$ cat src/rvx_pkg.sv
package rvx_pkg;

  localparam logic [6:0] OPC_LUI    = 7'h37;
  localparam logic [6:0] OPC_AUIPC  = 7'h17;
  localparam logic [6:0] OPC_JAL    = 7'h6F;
  localparam logic [6:0] OPC_JALR   = 7'h67;
  localparam logic [6:0] OPC_BRANCH = 7'h63;
  localparam logic [6:0] OPC_LOAD   = 7'h03;
  localparam logic [6:0] OPC_STORE  = 7'h23;
  localparam logic [6:0] OPC_OPIMM  = 7'h13;
  localparam logic [6:0] OPC_OP     = 7'h33;
  localparam logic [6:0] OPC_SYSTEM = 7'h73;

  localparam logic [6:0] F7_BASE = 7'h00;
  localparam logic [6:0] F7_MULDIV = 7'h01;
  localparam logic [6:0] F7_ALT = 7'h20;

  localparam logic [1:0] ST_CONT = 2'd0;
  localparam logic [1:0] ST_HALT = 2'd1;
  localparam logic [1:0] ST_ILLEGAL = 2'd2;
  localparam logic [1:0] ST_AWAIT = 2'd3;

  localparam logic [1:0] MOP_NONE = 2'd0;
  localparam logic [1:0] MOP_LOAD = 2'd1;
  localparam logic [1:0] MOP_STORE = 2'd2;

  localparam logic CMD_EXEC = 1'b0;

  localparam logic [1:0] CFG_START_PC = 2'd0;
  localparam logic [1:0] CFG_EXIT_CALL = 2'd1;

  localparam logic [31:0] EXIT_CALL_RESET = 32'd93;
  localparam logic [4:0] REG_EXIT_ARG = 5'd17;
  localparam logic [4:0] DIV_LAST = 5'd31;

  typedef struct packed {
    logic cap_in;
    logic rd_src2;
    logic exec;
    logic mul;
    logic mul_fix;
    logic div_step;
    logic div_fin;
    logic commit;
  } cmd_t;

  typedef struct packed {
    logic is_mul;
    logic is_div;
    logic div_last;
  } stat_t;

endpackage

$ cat src/rvx_ctrl.sv
module rvx_ctrl (
  input  logic          clk,
  input  logic          rst,
  input  logic          in_valid,
  output logic          in_ready,
  output logic          out_valid,
  input  logic          out_ready,
  input  rvx_pkg::stat_t stat,
  output rvx_pkg::cmd_t  cmd
);

  typedef enum logic [2:0] {
    S_IDLE, S_RD2, S_EXEC, S_MUL, S_MULC, S_DIV, S_DIVF, S_FIN
  } state_t;

  state_t state;
  logic   out_free;

  assign in_ready = (state == S_IDLE);
  assign out_free = !out_valid || out_ready;

  always_comb begin
    cmd = '0;
    cmd.cap_in   = (state == S_IDLE) && in_valid;
    cmd.rd_src2  = (state == S_RD2);
    cmd.exec     = (state == S_EXEC);
    cmd.mul      = (state == S_MUL);
    cmd.mul_fix  = (state == S_MULC);
    cmd.div_step = (state == S_DIV);
    cmd.div_fin  = (state == S_DIVF);
    cmd.commit   = (state == S_FIN) && out_free;
  end

  always_ff @(posedge clk) begin
    if (rst) begin
      state <= S_IDLE;
      out_valid <= 1'b0;
    end else begin
      if (cmd.commit) begin
        out_valid <= 1'b1;
      end else if (out_ready) begin
        out_valid <= 1'b0;
      end
      case (state)
        S_IDLE: if (in_valid) state <= S_RD2;
        S_RD2: state <= S_EXEC;
        S_EXEC: begin
          if (stat.is_mul) state <= S_MUL;
          else if (stat.is_div) state <= S_DIV;
          else state <= S_FIN;
        end
        S_MUL: state <= S_MULC;
        S_MULC: state <= S_FIN;
        S_DIV: if (stat.div_last) state <= S_DIVF;
        S_DIVF: state <= S_FIN;
        S_FIN: if (out_free) state <= S_IDLE;
        default: state <= S_IDLE;
      endcase
    end
  end

endmodule

$ cat config.mk
export PLATFORM = sky130hd
export DESIGN_NAME = rvx_ctrl
export DESIGN_NICKNAME = d
export VERILOG_FILES = /design/src/rvx_pkg.sv /design/src/rvx_ctrl.sv
export SDC_FILE = /design/constraint.sdc
export NUM_CORES = 1
export LEC_CHECK = 0
export BUFFER_PORTS_ARGS = -buffer_cell sky130_fd_sc_hd__buf_2
export CORE_AREA = 2 2 39 41
export DETAILED_ROUTE_END_ITERATION = 16
export DIE_AREA = 0 0 41 43
export PLACE_DENSITY = 0.49
export SLEW_MARGIN = 40
export SYNTH_ARGS = -nofsm -noshare
export SYNTH_HDL_FRONTEND = slang
export SYNTH_SLANG_ARGS = --single-unit
$ cat constraint.sdc
create_clock -name clk -period 1.69 [get_ports clk]
set_clock_uncertainty 0.1 [all_clocks]
set_input_delay 0.2535 -clock clk [delete_from_list [all_inputs] [get_ports clk]]
set_output_delay 0.2535 -clock clk [all_outputs]
set_load 0.05 [all_outputs]
==> summary.md, run 1 <==
| Metric | Value |
|---|---|
| Outcome | finished, final reports clean |
| CTS sink cnt | 4 |
| Mean Syn Cell Area | slightly above 8 µm² |
| Syn_nets | 42 |
| Fin util | 0.332 |
| Cts hold-fix bufs | 0 |
| CP max-delay cell | dfxtp_2 |
| Worst slack, placed | roughly 0.19 ns |
| CTS max path bufs | 2 |
| Normalized max-slew margin | 0.777 |
| Worst-skew pair later-pin latency | 0.24 ns |
| Initial antenna violation count | 0 |
| I/O pins | 17 |
| Iter 0 DRT Violations | 4 |
| Slew Viols, Final | 0 |
| WP data arrival | 1.25 ns |
| Root buffer cell | clkbuf_4 |
| Final Hold Vio Count | 0 |
| Worst reg2reg path depth | 4 |
| Power per cell area | about 1100 nW/µm² |
| PnR worst setup slack | 0.0893 ns |
| Vias in the first global route | 289 |
| Total core area | 1380 µm² |
| Register area share after synthesis | 0.282 |
| Share of cells above drive strength 1 | 0.607 |
| Largest fanout on the critical path | 10 |
| Die height | 43 µm |
| Fin Hold WS | between 0.1 and 0.15 ns |
| VDD IR max | 0.416 mV |
| Placed cell areas | 425 µm² |
| ANT cells | 0 |
| # DRC | 0 |
| Hold Path Stages | 2 |
| Crit path capture type | primary output |
| Synth warn | 0 |
| Post-CTS Setup Bufs | 0 |
| NumNets Final | 65 |
| RSZ-0062 raised after global routing | no |
| WL per Instance | 9.36 µm |
| Dominant cell type by area after synthesis | dfxtp_1 |
| Die area | around 1800 µm² |
| Final setup fails | 0 |
| Synth area leaders | dfxtp_1 (28%), nor3b_1 (7.9%), mux2i_1 (7.0%) |
| Post-DRT Antenna Nets | 0 |
| Largest net degree at the start of global routing | 11 |
| Design area | 459 µm² |
| H-Tree Depth | 1 |
| F_max | 625 MHz |
| Slew @ Worst Pin | 0.332 ns |
| Initial Util | 0.205 |
| CTS tree | built |
| Row count | 14 |
| Post-Syn Area | about 280 µm² |
| Initial DRT Pass Iterations | 2 |
| Final cycle utilization of the critical path | 0.947 |
| Post-synth top area share | 0.282 |
| Launching element type of the critical path | flop |
| Total grt overflow | 0 |
| Die Wd | 41 µm |
| Yosys reg bits | 4 |
| Leakage | 0.000225 µW |
| Crit path largest cell delay | between 0.4 and 0.5 ns |
| IO buf count | 16 |
| Post-DR vias/cell | approximately 4.5 |
| Routed Wire Length | 674 µm |
| Num CTS Buffers | 3 |
| DP Wirelength | 549 µm |
| Distinct cells, synth | 21 |
| First-pass GRT wire length | between 1000 and 1500 µm |
| CP Cell Sequence | nand3_1, nor2b_2, buf_2 |
| Area Growth Syn to Fin | 61.7% |
| Vias | 322 |
| Max-cap violations | 0 |
| WS Path Type | reg -> out |
| Critical Path RT | roughly 1.3 ns |
| Final min period | 1.60 ns |
| Type of the worst min-delay path | in -> reg |
| RePlAce Congestion | 0.705 |
| Number of standard cells after synthesis | 35 |
| Clock transition at path regs | 0.04 ns |
| GRT Total Usage | 0.103 |
-- power breakdown --
group | switching [µW] | internal (µW) | total [µW]
clock network | 40.3 | 79.5 | 120
registers | 29.4 | 108 | 138
logic | 160 | 101 | 261
total | 230 | 289 | 519
-- metal layers --
layer | routed length (µm) | global-route usage | part of all wire | vias to the layer above
li1 | - | - | - | 168
met1 | 292 | 0.103 | 0.43 | 140
met2 | 304 | 0.144 | 0.45 | 12
met3 | 66 | 0.0785 | 0.098 | 2
met4 | 10 | 0.0600 | 0.015 | 0
met5 | 0 | 0 | 0 | -
-- sequential cells by signal, indices dropped and copies added, names as in the netlist --
signal	flops
state	3
out_valid	1
-- synth_stat cells, drive strengths merged --
library cell and number:
dfxtp 4, buf 3, nand2 3, nand2b 3, nor2 3, nor3b 3
a21oi 2, mux2i 2, nor4 2, a211oi 1, a221o 1, a31oi 1
and2 1, and3b 1, inv 1, nand3 1, nor2b 1, nor3 1
o21ai 1
-- path summary, 6_finish.rpt --
path	startpoint	end	slack (ns)
max	state[0]	cmd[0]	0.09
min	rst	state[0]	0.13
max reg2reg	state[1]	state[1]	0.34
min reg2reg	out_valid	out_valid	0.41
-- critical path: cells and delay by family, from the launching register on --
kind / cells / cell delay, ns
and+or+nand+nor: 2 / 0.29
buffers and inverters: 1 / 0.27
DFF: 1 / 0.45
-- layout by cell type, fill, tap and decap left out --
| cell type | count |
|---|---|
| a21oi_1 | 2 |
| dfxtp_2 | 2 |
| mux2i_1 | 2 |
| nor4_1 | 1 |
| nand2b_1 | 3 |
| and2_2 | 1 |
| o21ai_0 | 1 |
| a221o_1 | 1 |
| nor3_4 | 1 |
| dfxtp_1 | 2 |
| and3b_2 | 1 |
| a31oi_1 | 1 |
| nand2_1 | 3 |
| nor4_2 | 1 |
| inv_1 | 1 |
| nor2_1 | 3 |
| buf_4 | 5 |
| a211oi_1 | 1 |
| nand3_1 | 1 |
| nor2b_2 | 1 |
| buf_6 | 1 |
| clkbuf_4 | 4 |
| nor3b_2 | 3 |
| buf_2 | 14 |
-- cell families (layout without fill, tap and decap cells) --
| logic type | after synthesis | after routing | share of synthesized area |
|---|---|---|---|
| and+or+nand+nor | 19 | 19 | 0.423 |
| DFF | 4 | 4 | 0.282 |
| AOI/OAI and AO/OA | 6 | 6 | 0.137 |
| muxes | 2 | 2 | 0.0705 |
| buffers and inverters | 4 | 25 | 0.0881 |
-- final cells by class --
class / instances / area (µm²)
Fill cell: 145 / 925
Multi-Input combinational cell: 27 / 204
Tap cell: 16 / 20.0
Sequential cell: 4 / 82.6
Clock buffer: 3 / 22.5
Timing Repair Buffer: 21 / 126
Inverter: 1 / 3.75
-- what timing repair did --
action / CTS / global route
gates resized for setup: 3 / 2
endpoints found under the setup margin: 2 / 2
hold endpoints to repair: 0 / 0
-- metrics by stage --
step,power (µW),setup TNS [ns],instances
final,519,0,72
after global routing,555,0,72
after CTS,522,0,72
after detailed placement,393,0,69
after global placement,393,0,69
after floorplan,328,-0.0599,35
Power figures use the tool's default switching activity.
==> inputs of run 2 (changes only) <==
- ABC_AREA: not set -> 1
- PLACE_DENSITY: 0.49 -> 0.5
==> run 2 against run 1 <==
Effect of this change:
- combinational power up 46%
- sequential cell count stayed put
- synthesized cell count up 40%
- utilization shrank 2.6 points
- highest routed layer is now met3
- worst setup slack better by 0.0092 ns
- sequential share of layout area up 1.5 points
- critical path depth stayed put
- largest cell class unchanged
- routed wire length increased by 10%
==> summary.md, run 2 <==
| Metric | Value |
|---|---|
| WL per Instance | 8.94 µm (-4.5%) |
| Register bank with the most flops | state |
| Total grt overflow | 0 (unchanged) |
| Asr flop ratio synth | 0 (unchanged) |
| Post-DRT Antenna Nets | 0 (unchanged) |
| Crit path capture type | primary output |
| Top FF cell, synth | dfxtp_1 |
| Normalized max-slew margin | 0.833 (+0.0566) |
| Critical Path RT | 1.34 ns (about the same) |
| CTS max path bufs | 2 (unchanged) |
| XOR/XNOR Fraction of Synth Area | 0 (unchanged) |
| # DRC | 0 (unchanged) |
| Largest net degree at the start of global routing | 10 (-1) |
| Post-synth top area share | 0.270 (-0.0119) |
| Num CTS Buffers | 3 (unchanged) |
| Distinct cells, synth | 18 (-14%) |
| Number of standard cells after synthesis | 49 (+40%) |
| Setup TNS | 0 ns (unchanged) |
| Share of cells above drive strength 1 | 0.418 (-0.189) |
| Post-Syn Area | 297 µm² (+4.4%) |
| Post-Layout Cell Count | 83 (+15%) |
| Outcome | finished, final reports clean |
| Placed cell areas | 395 µm² (-7.1%) |
| Crit path largest cell delay | 0.31 ns (-0.14 ns) |
| Post-synth EDFFs | 0 (unchanged) |
| GRT Total Usage | 0.0943 (-0.00823) |
| Dominant cell type by area after synthesis | dfxtp_1 |
| WP data arrival | 1.24 ns (about the same) |
| RSZ-0062 raised after global routing | no |
| Area Growth Syn to Fin | 42.6% |
| Post-DR vias/cell | 4.17 (-6.8%) |
| Iter 0 DRT Violations | 2 (-2) |
| F_max | 628 MHz (+0.58%) |
| Vias | 346 (+7.5%) |
| Design area | 423 µm² (-7.9%) |
| CTS sink cnt | 4 (unchanged) |
| Tot Pwr | 647 µW (+25%) |
| Final cycle utilization of the critical path | 0.942 (-0.00545) |
| Mux cell area share after synthesis | 0 (-0.0705) |
| Final Hold Vio Count | 0 (unchanged) |
| Power per cell area | 1530 nW/µm² (+35%) |
| CP Cell Sequence | buf_4, nor4_2, buf_2 |
| I/O pins | 17 (unchanged) |
| Initial antenna violation count | 0 (unchanged) |
| Initial DRT Pass Iterations | 2 (unchanged) |
| DP Wirelength | 611 µm (+11%) |
| WS Path Type | reg -> out |
| Commonest non-fill, non-tap cell in the layout | buf_2 |
| First-pass GRT wire length | 1060 µm (-7.2%) |
| Register area share after synthesis | 0.270 (-0.0119) |
| Largest family of logic cells by synthesized area | simple AND/OR/NAND/NOR gates |
| Most common cell in the netlist | nor2_1 |
| Max reg flops | 3 (unchanged) |
| Launching element type of the critical path | flop |
| Die height | 43 µm (unchanged) |
| R2r setup slk | 0.52 ns (+0.18 ns) |
| Worst-skew pair later-pin latency | 0.23 ns (about the same) |
| Die area | 1760 µm² (unchanged) |
| Dpl cells | 80 (+16%) |
| Slew @ Worst Pin | 0.252 ns (-0.0804 ns) |
| Syn_nets | 56 (+33%) |
| ANT cells | 0 (unchanged) |
| Max-cap violations | 0 (unchanged) |
| Final setup fails | 0 (unchanged) |
| Simple-Gate Fraction of Synth Area | 0.464 (+0.0412) |
| Post-synth top cells | nor2_1 (12), inv_1 (8), nand2_1 (7) |
| Vias in the first global route | 271 (-6.2%) |
| Synth Area in Compound Gates | 0.101 (-0.0353) |
| CP max-delay cell | dfxtp_1 |
| FILL cells | 162 (+12%) |
| Root buffer cell | clkbuf_4 |
| Total core area | 1380 µm² (unchanged) |
| Routed Wire Length | 742 µm (+10%) |
| Initial Util | 0.214 (+0.00904) |
| Synth warn | 0 (unchanged) |
| PnR worst setup slack | 0.0985 ns (+0.00922 ns) |
| CTS tree | built |
| VDD IR max | 0.400 mV (-3.8%) |
| Slew Viols, Final | 0 (unchanged) |
| Worst slack, placed | 0.212 ns (+0.0261 ns) |
| Synth area leaders | dfxtp_1 (27%), nor2_1 (15%), inv_1 (10%) |
| IO buf count | 16 (unchanged) |
| NumNets Final | 76 (+17%) |
| Mean Syn Cell Area | 6.05 µm² (-25%) |
| RePlAce Congestion | 0.702 (-0.54%) |
| Largest fanout on the critical path | 8 (-2) |
| H-Tree Depth | 1 (unchanged) |
| Type of the worst min-delay path | in -> reg |
| Most frequent cells in the layout | buf_2 (15), nor2_1 (12), inv_1 (8), nand2_1 (7) |
| Largest registers | state x3, out_valid x1 |
| Die Wd | 41 µm (unchanged) |
| Row count | 14 (unchanged) |
| Leakage | 0.000242 µW (+7.6%) |
| Clock transition at path regs | 0.04 ns (about the same) |
| Adder-Cell Fraction of Synth Area | 0 (unchanged) |
| Yosys reg bits | 4 (unchanged) |
| Final min period | 1.59 ns (-0.00922 ns) |
## run 2: cell type report
cell class | count | area [µm²] | share of cell area
repair buffers | 17 | 90.1 | 0.213
well taps | 16 | 20.0 | 0.0473
multi-input cells | 34 | 174 | 0.411
flip-flops and latches | 4 | 82.6 | 0.195
clock buffers | 3 | 22.5 | 0.0533
inverters | 9 | 33.8 | 0.0799
## run 2: repair_timing
action	4_1_cts	5_1_grt
endpoints found under the setup margin	1	2
gates resized for setup	2	1
hold buffers	0	0
pin swaps	0	0
buffers inserted	0	0
## run 2: layer usage
metal | vias to the layer above | wire length (µm) | global-route usage
met5 | - | 0 | 0
met4 | 0 | 0 | 0.0800
met3 | 0 | 56 | 0.0471
met2 | 13 | 336 | 0.119
met1 | 144 | 349 | 0.112
li1 | 189 | - | -
## run 2: final timing paths
path	startpoint	end	depth (start not counted)
worst max-delay path	state[1]	cmd[7]	3
worst min-delay path	rst	state[0]	2
worst max register to register	state[1]	state[1]	6
worst min register to register	out_valid	out_valid	3
## run 2: kinds of logic (layout without fill, tap and decap cells)
group / count (synthesis) / after routing
AO/OA/AOI/OAI: 5 / 5
flip-flops: 4 / 4
buffers and inverters: 11 / 29
AND/OR/NAND/NOR: 29 / 29
## run 2: power by group
part / internal [µW] / total (µW) / switching (µW) / leakage (µW)
combinational: 102 / 381 / 280 / 0.000194
sequential: 118 / 149 / 31.1 / 0.0000336
clock: 79.3 / 116 / 36.7 / 0.0000138
total: 299 / 647 / 347 / 0.000242
## run 2: worst max-delay path: cells and delay by family, from the launching register on
kind                   cells  cell delay (ns)
flip-flops                 1             0.31
AND/OR/NAND/NOR            1             0.24
buffers and inverters      2             0.46
## run 2: per-stage QoR
step / hold WS (ns) / utilization
detailed placement: 0.353 / 0.286
global placement: 0.351 / 0.286
global route: 0.0985 / 0.306
finish: 0.102 / 0.306
floorplan: 0.226 / -
CTS: 0.0977 / 0.305
